==> src/design/dbq_pkg.sv <==
// Shared types and constants for the bounded deque with search.
package dbq_pkg;

  localparam int unsigned DEPTH_DEF      = 16;
  localparam int unsigned ELEM_WIDTH_DEF = 32;

  localparam int unsigned OP_W     = 3;
  localparam int unsigned VALUE_W  = 32;
  localparam int unsigned INDEX_W  = 4;
  localparam int unsigned DATA_W   = 32;
  localparam int unsigned STATUS_W = 2;
  localparam int unsigned COUNT_W  = 5;

  typedef enum logic [OP_W-1:0] {
    OP_PUSH_BACK  = 3'd0,
    OP_PUSH_FRONT = 3'd1,
    OP_POP_BACK   = 3'd2,
    OP_POP_FRONT  = 3'd3,
    OP_READ       = 3'd4,
    OP_CONTAINS   = 3'd5,
    OP_CLEAR      = 3'd6
  } op_t;

  typedef enum logic [STATUS_W-1:0] {
    ST_OK    = 2'd0,
    ST_EMPTY = 2'd1,
    ST_RANGE = 2'd2,
    ST_FULL  = 2'd3
  } status_t;

  typedef struct packed {
    logic [OP_W-1:0]    op;
    logic [VALUE_W-1:0] value;
    logic [INDEX_W-1:0] index;
  } in_item_t;

  typedef struct packed {
    logic [DATA_W-1:0]   data;
    logic                found;
    logic [STATUS_W-1:0] status;
    logic [COUNT_W-1:0]  count;
  } out_item_t;

  // per-item controls broadcast to every cell
  typedef struct packed {
    logic push_back;
    logic shift_up;
    logic shift_down;
    logic rd_en;
    logic search;
  } cell_ctrl_t;

endpackage

==> src/design/bounded_deque_with_search.sv <==
// Top level of the bounded deque with search: decode, cell chain and result register.
//
//   channel  direction  handshake           payload
//   in       input      start / busy        in_item  (op, value, index)
//   out      output     out_valid strobe    out_item (data, found, status, count)
//
// One item per cycle: the cells shift, load, read or compare in the cycle of acceptance.
// The result is registered and follows in the cycle after acceptance, on out_valid for exactly one cycle.
// busy stays low; the result register is reloaded for each accepted item.
// Synchronous active-low reset empties the list; cell contents need no clearing.
// The receiver cannot stall the result.
module bounded_deque_with_search #(
  parameter int unsigned DEPTH      = dbq_pkg::DEPTH_DEF,
  parameter int unsigned ELEM_WIDTH = dbq_pkg::ELEM_WIDTH_DEF
) (
  input  logic               clk,
  input  logic               rst_n,
  input  logic               start,
  output logic               busy,
  input  dbq_pkg::in_item_t  in_item,
  output logic               out_valid,
  output dbq_pkg::out_item_t out_item
);

  localparam int unsigned CW = $clog2(DEPTH + 1);
  localparam int unsigned XW = (CW > dbq_pkg::INDEX_W) ? CW : dbq_pkg::INDEX_W;

  logic                  accept;
  dbq_pkg::cell_ctrl_t   ctrl;
  logic [XW-1:0]         rd_addr;
  logic [CW-1:0]         count;
  logic [CW-1:0]         count_nxt;
  dbq_pkg::status_t      status;
  logic [ELEM_WIDTH-1:0] value;
  logic [ELEM_WIDTH-1:0] elem    [DEPTH];
  logic [ELEM_WIDTH-1:0] rd_data [DEPTH];
  logic [DEPTH-1:0]      hit;
  logic [ELEM_WIDTH-1:0] rd_any;

  logic                  out_valid_r;
  dbq_pkg::out_item_t    out_item_r;
  dbq_pkg::out_item_t    out_item_nxt;

  assign busy   = 1'b0;
  assign accept = start && !busy;
  assign value  = ELEM_WIDTH'(in_item.value);

  dbq_ctrl #(
    .DEPTH (DEPTH),
    .CW    (CW),
    .XW    (XW)
  ) u_ctrl (
    .clk       (clk),
    .rst_n     (rst_n),
    .accept    (accept),
    .op        (in_item.op),
    .index     (in_item.index),
    .ctrl      (ctrl),
    .rd_addr   (rd_addr),
    .count     (count),
    .count_nxt (count_nxt),
    .status    (status)
  );

  for (genvar i = 0; i < DEPTH; i++) begin : g_cell
    logic [ELEM_WIDTH-1:0] lo;
    logic [ELEM_WIDTH-1:0] hi;

    if (i == 0) begin : g_head
      assign lo = value;
    end else begin : g_body
      assign lo = elem[i-1];
    end

    if (i == DEPTH - 1) begin : g_tail
      assign hi = elem[i];
    end else begin : g_inner
      assign hi = elem[i+1];
    end

    dbq_cell #(
      .ELEM_WIDTH (ELEM_WIDTH),
      .CELL_IDX   (i),
      .CW         (CW),
      .XW         (XW)
    ) u_cell (
      .clk     (clk),
      .ctrl    (ctrl),
      .count   (count),
      .rd_addr (rd_addr),
      .value   (value),
      .from_lo (lo),
      .from_hi (hi),
      .elem    (elem[i]),
      .rd_data (rd_data[i]),
      .hit     (hit[i])
    );
  end

  // at most one cell drives its read port
  always_comb begin
    rd_any = '0;
    for (int k = 0; k < DEPTH; k++) begin
      rd_any = rd_any | rd_data[k];
    end
  end

  always_comb begin
    out_item_nxt.data   = dbq_pkg::DATA_W'(rd_any);
    out_item_nxt.found  = |hit;
    out_item_nxt.status = status;
    out_item_nxt.count  = dbq_pkg::COUNT_W'(count_nxt);
  end

  always_ff @(posedge clk) begin
    if (!rst_n) begin
      out_valid_r <= 1'b0;
    end else begin
      out_valid_r <= accept;
    end
  end

  always_ff @(posedge clk) begin
    if (accept) begin
      out_item_r <= out_item_nxt;
    end
  end

  assign out_valid = out_valid_r;
  assign out_item  = out_item_r;

endmodule

==> src/design/dbq_cell.sv <==
// One storage cell of the deque chain: holds an element, shifts, matches and reads out.
module dbq_cell #(
  parameter int unsigned ELEM_WIDTH = dbq_pkg::ELEM_WIDTH_DEF,
  parameter int unsigned CELL_IDX   = 0,
  parameter int unsigned CW         = 5,
  parameter int unsigned XW         = 5
) (
  input  logic                  clk,
  input  dbq_pkg::cell_ctrl_t   ctrl,
  input  logic [CW-1:0]         count,
  input  logic [XW-1:0]         rd_addr,
  input  logic [ELEM_WIDTH-1:0] value,
  input  logic [ELEM_WIDTH-1:0] from_lo,
  input  logic [ELEM_WIDTH-1:0] from_hi,
  output logic [ELEM_WIDTH-1:0] elem,
  output logic [ELEM_WIDTH-1:0] rd_data,
  output logic                  hit
);

  logic [ELEM_WIDTH-1:0] elem_r;
  logic [ELEM_WIDTH-1:0] elem_nxt;
  logic                  at_tail;
  logic                  held;
  logic                  rd_sel;

  assign at_tail = (count == CW'(CELL_IDX));
  assign held    = (CW'(CELL_IDX) < count);
  assign rd_sel  = ctrl.rd_en && (rd_addr == XW'(CELL_IDX));

  always_comb begin
    elem_nxt = elem_r;
    if (ctrl.shift_up) begin
      elem_nxt = from_lo;
    end else if (ctrl.shift_down) begin
      elem_nxt = from_hi;
    end else if (ctrl.push_back && at_tail) begin
      elem_nxt = value;
    end
  end

  always_ff @(posedge clk) begin
    elem_r <= elem_nxt;
  end

  assign elem    = elem_r;
  assign rd_data = rd_sel ? elem_r : '0;
  assign hit     = ctrl.search && held && (elem_r == value);

endmodule

==> src/design/dbq_ctrl.sv <==
// Fill count register and operation decode for the deque chain.
module dbq_ctrl #(
  parameter int unsigned DEPTH = dbq_pkg::DEPTH_DEF,
  parameter int unsigned CW    = $clog2(DEPTH + 1),
  parameter int unsigned XW    = (CW > dbq_pkg::INDEX_W) ? CW : dbq_pkg::INDEX_W
) (
  input  logic                         clk,
  input  logic                         rst_n,
  input  logic                         accept,
  input  logic [dbq_pkg::OP_W-1:0]     op,
  input  logic [dbq_pkg::INDEX_W-1:0]  index,
  output dbq_pkg::cell_ctrl_t          ctrl,
  output logic [XW-1:0]                rd_addr,
  output logic [CW-1:0]                count,
  output logic [CW-1:0]                count_nxt,
  output dbq_pkg::status_t             status
);

  logic [CW-1:0] count_r;
  logic          full;
  logic          empty;
  logic [XW-1:0] idx_x;
  logic [XW-1:0] cnt_x;

  assign full  = (count_r == CW'(DEPTH));
  assign empty = (count_r == '0);
  assign idx_x = XW'(index);
  assign cnt_x = XW'(count_r);

  always_comb begin
    ctrl      = '0;
    rd_addr   = '0;
    count_nxt = count_r;
    status    = dbq_pkg::ST_OK;
    if (accept) begin
      unique case (dbq_pkg::op_t'(op))
        dbq_pkg::OP_PUSH_BACK: begin
          if (full) begin
            status = dbq_pkg::ST_FULL;
          end else begin
            ctrl.push_back = 1'b1;
            count_nxt      = count_r + 1'b1;
          end
        end
        dbq_pkg::OP_PUSH_FRONT: begin
          if (full) begin
            status = dbq_pkg::ST_FULL;
          end else begin
            ctrl.shift_up = 1'b1;
            count_nxt     = count_r + 1'b1;
          end
        end
        dbq_pkg::OP_POP_BACK: begin
          if (empty) begin
            status = dbq_pkg::ST_EMPTY;
          end else begin
            ctrl.rd_en = 1'b1;
            rd_addr    = XW'(CW'(count_r - 1'b1));
            count_nxt  = count_r - 1'b1;
          end
        end
        dbq_pkg::OP_POP_FRONT: begin
          if (empty) begin
            status = dbq_pkg::ST_EMPTY;
          end else begin
            ctrl.rd_en      = 1'b1;
            ctrl.shift_down = 1'b1;
            count_nxt       = count_r - 1'b1;
          end
        end
        dbq_pkg::OP_READ: begin
          if (idx_x >= cnt_x) begin
            status = dbq_pkg::ST_RANGE;
          end else begin
            ctrl.rd_en = 1'b1;
            rd_addr    = idx_x;
          end
        end
        dbq_pkg::OP_CONTAINS: begin
          ctrl.search = 1'b1;
        end
        dbq_pkg::OP_CLEAR: begin
          count_nxt = '0;
        end
        default: begin
        end
      endcase
    end
  end

  always_ff @(posedge clk) begin
    if (!rst_n) begin
      count_r <= '0;
    end else begin
      count_r <= count_nxt;
    end
  end

  assign count = count_r;

endmodule

==> config.mk <==
export PLATFORM = sky130hd
export DESIGN_NAME = bounded_deque_with_search
export DESIGN_NICKNAME = d
export VERILOG_FILES = /design/src/design/dbq_pkg.sv /design/src/design/bounded_deque_with_search.sv /design/src/design/dbq_cell.sv /design/src/design/dbq_ctrl.sv
export SDC_FILE = /design/constraint.sdc
export NUM_CORES = 2
export LEC_CHECK = 0
export BUFFER_PORTS_ARGS = -buffer_cell sky130_fd_sc_hd__buf_2
export CAP_MARGIN = 20
export CORE_MARGIN = 2
export CORE_UTILIZATION = 32
export CTS_CLUSTER_DIAMETER = 40
export DETAILED_ROUTE_END_ITERATION = 6
export GPL_TIMING_DRIVEN = 0
export PLACE_DENSITY = 0.53
export SYNTH_ARGS = -nofsm -noshare
export SYNTH_HDL_FRONTEND = slang
export SYNTH_SLANG_ARGS = --single-unit
==> constraint.sdc <==
create_clock -name clk -period 14.7 [get_ports clk]
set_clock_uncertainty 0.05 [all_clocks]
set_input_delay 0.735 -clock clk [delete_from_list [all_inputs] [get_ports clk]]
set_output_delay 0.735 -clock clk [all_outputs]
set_load 0.03 [all_outputs]
==> metrics.yaml <==
pwr:
  swShare: 0.277
  powerDensity_nw_per_um2: 134
  combinationalPowerShare: 0.102
  seq_power_share: 0.351
  p_leak_uw: 0.0133
  irDropWorstVdd_mv: 0.106
  p_int_uw: 3910
  pwr-share-clk: 0.547
  p_sw_uw: 1500
sta:
  hold_violations: 0
  rsz0062_at_grt: "no"
  fin_crit_sh: 0.500
  fmax_ghz: 0.136
  finalSetupTns_ps: 0
  setup_viol: 0
  slew_violations: 1
  tightestPinTransition_ps: 1520
  maxSlewHeadroom: -0.0153
  finalCriticalPeriod_ps: 7340
routing:
  post_drt_wl_per_cell_um: 53.0
  ant_nets: 0
  vias: 31300
  wl_um: 233000
  drt-initial-drc-count: 6239
  vias_per_cell: 7.13
  drt-pass1-iter-count: 7
  drc_errors: 1
global_routing:
  globalRouteOverflowTotal: 0
  track_usage: 0.429
  grt_pass1_wl_um: 296000
  antenna_found_initial: 11
  grt_pass1_vias: 28800
  grt_max_degree: 33
clock_network:
  postCtsHoldBufs: 0
  cts.sinks: 558
  insertion_delay_ps: 760
  cts_setup_buffers: 0
  cts_tree: "built"
  cts_resized: 0
  cts_buffer_depth: 3
  cts_htree_levels: 4
  cts_root_buf: "clkbuf_16"
  numCtsBuffers: 135
  clk_pin_slew_ps: 50
job:
  cap_viol_max_count: 0
layout:
  areaGrowthSynthToFinish_pct: 23.0
  drive_above_1_share: 0.153
  nets: 2966
  fin_area_um2: 40400
floorplan:
  start_util: 0.323
  rows: 117
  ios: 84
  die_w_um: 324
  dieArea_um2: 105000
  die_h_um: 324
  core_um2: 102000
placed_design:
  dpl-instance-area_um2: 35900
  gp_congestion: 1.04
  dpl.hpwl_um: 190000
  port_buffers: 48
synthesis:
  syn_nets: 2714
  postSynthAreaPerCell_um2: 12.3
  netlist_area_um2: 32900
  synth_cell_types: 72
  ys_seq_area_frac: 0.508
  postSynthCellCount: 2662
  synth_warnings: 0
  ys_seq_elements: 558
  synth_async_sr_flop_share: 0
  synthFlopType: "edfxtp_1"
  synth_edf_count: 552
critical_path:
  cp-start-kind: "flop"
  critPathRequiredTime_ps: 15180
  setup.worst_path.end_class: "flop"
  slowest_stage: "clkbuf_1"
  crit_fanout: 10
  cp_cell_sequence: "clkbuf_1 -> inv_1 -> ha_1 -> nor4b_4 -> inv_2 -> nand2b_2 -> nor3_1 -> o221ai_2 -> nor3_1 -> buf_2 -> clkbuf_1 -> a221oi_1 -> and3_1 -> nand4_1"
  critPathKind: "flop to flop"
  crit_path_max_incr_delay_ps: 980
  arrival_ps: 7820
worst_hold_path:
  hp-class: "input port to flop"
run_status:
  outcome: "complete, but fails checks"
  violations: "design-rule violations, max-slew violations"
==> cell type report <==
type / instances / area [um^2]
Buffer: 274 / 1090
Multi-Input combinational cell: 1819 / 15200
Inverter: 11 / 41.3
Clock inverter: 85 / 821
Sequential cell: 558 / 16700
Fill cell: 9799 / 61300
Timing Repair Buffer: 115 / 1340
Clock buffer: 159 / 3540
Antenna cell: 4 / 10.0
Tap cell: 1368 / 1710
==> state kept, by name, summed over array words and instances (netlist names) <==
name / flops
g_cell.u_cell.elem: 512
out_valid: 1
out_item: 40
u_ctrl.count: 5
==> cell usage in the layout (no fill, tap or decap), types with 8 or more instances in the layout <==
cell and instances:
inv_1 10, a221o_1 457, buf_8 33, a211oi_1 8
nor2_2 9, clkbuf_1 219, buf_2 83, and2_0 18
o21ai_0 19, a22oi_1 84, o22ai_1 14, buf_12 15
nand2_1 45, edfxtp_1 552, a222oi_1 23, buf_16 8
and2_1 25, buf_1 38, xor2_1 263, nand4_1 102
mux2_2 65, clkinv_2 25, and3_1 19, a21oi_1 29
inv_6 8, nand2_2 10, clkinv_1 23, a221oi_1 45
nor4_1 77, clkbuf_16 138, bufinv_16 12, nor2_1 39
a22o_1 66, buf_4 9, nor3_1 17, ha_1 10
xnor2_1 253, nand3_1 35, a31oi_1 10
==> kinds of logic after synthesis <==
kind of cell               share of synthesized area
DFF                                            0.508
xor gates and xnor gates                       0.138
AOI/OAI and AO/OA                              0.221
and+or+nand+nor                               0.0728
muxes                                         0.0226
other                                       0.000114
buffers and inverters                         0.0344
adders and majority gates                    0.00381
==> per-layer routing <==
metal / GRT usage / vias up / part of all wire
met2: 0.583 / 2957 / 0.40
met1: 0.591 / 16300 / 0.40
li1: - / 11600 / -
met4: 0.252 / 4 / 0.069
met5: 0 / - / 0.00011
met3: 0.139 / 491 / 0.13
==> path summary, 6_finish.rpt <==
check,start,end,slack (ps),cells past startpoint
hold reg to reg,g_cell[15].u_cell.elem[30]$_DFFE_PP_,g_cell[14].u_cell.elem[30]$_DFFE_PP_,610,1
hold / removal,rst_n,u_ctrl.count[4]$_SDFF_PN0_,300,2
setup / recovery,u_ctrl.count[0]$_SDFF_PN0_,out_item[30]$_DFFE_PP_,7360,14
setup reg to reg,u_ctrl.count[0]$_SDFF_PN0_,out_item[30]$_DFFE_PP_,7360,14
==> through the flow <==
step,total power [uW],setup WS [ps],utilization,instances,hold WS [ps]
floorplan,2160,9660,-,2662,533
detailed placement,2440,8010,0.353,4135,599
global route,5470,7580,0.397,4389,275
finish,5410,7360,0.397,4393,296
global placement,2430,5020,0.342,4078,578
CTS,5360,7960,0.396,4379,249
==> synth_stat cells (all sizes together) (3+ instances only) <==
| cell type | count | area (um^2) |
|---|---|---|
| nor3b | 3 | 27.5 |
| a22oi | 84 | 631 |
| a22o | 66 | 578 |
| a222oi | 23 | 230 |
| xor2 | 263 | 2300 |
| o31ai | 3 | 22.5 |
| edfxtp | 552 | 16600 |
| nor4 | 78 | 488 |
| dfxtp | 6 | 120 |
| nand2 | 55 | 206 |
| and2 | 43 | 269 |
| clkbuf | 200 | 751 |
| o22ai | 14 | 87.6 |
| a211oi | 8 | 60.1 |
| nand4 | 102 | 638 |
| o221ai | 3 | 32.5 |
| a41oi | 3 | 26.3 |
| buf | 74 | 339 |
| nand2b | 5 | 33.8 |
| mux2 | 65 | 732 |
| o21ai | 24 | 124 |
| a2111oi | 6 | 52.6 |
| and3 | 19 | 119 |
| nand3 | 35 | 175 |
| o21a | 3 | 22.5 |
| a21oi | 30 | 154 |
| a221oi | 45 | 394 |
| or2 | 6 | 37.5 |
| a31oi | 10 | 62.6 |
| a221o | 457 | 4570 |
| nor3 | 20 | 110 |
| ha | 10 | 125 |
| o211ai | 4 | 40.0 |
| inv | 11 | 41.3 |
| or4 | 4 | 30.0 |
| xnor2 | 253 | 2220 |
| nor2 | 49 | 186 |
==> power groups by stage <==
| stage | combinational (uW) | sequential (uW) | clock (uW) |
|---|---|---|---|
| 6_report | 550 | 1900 | 2960 |
| 5_1_grt | 550 | 1900 | 3030 |
| 4_1_cts | 523 | 1890 | 2950 |
| 3_5_place_dp | 521 | 1920 | 0 |
| 3_3_place_gp | 506 | 1920 | 0 |
| 2_1_floorplan | 269 | 1890 | 0 |
==> worst max-delay path: cells and delay by family, from the launching register on <==
family	cells	cell delay, ps
AOI/OAI and AO/OA	2	760
adders and majority gates	1	500
buffers and inverters	5	2990
DFF	1	510
and+or+nand+nor	6	2280
Power figures use the tool's default switching activity.
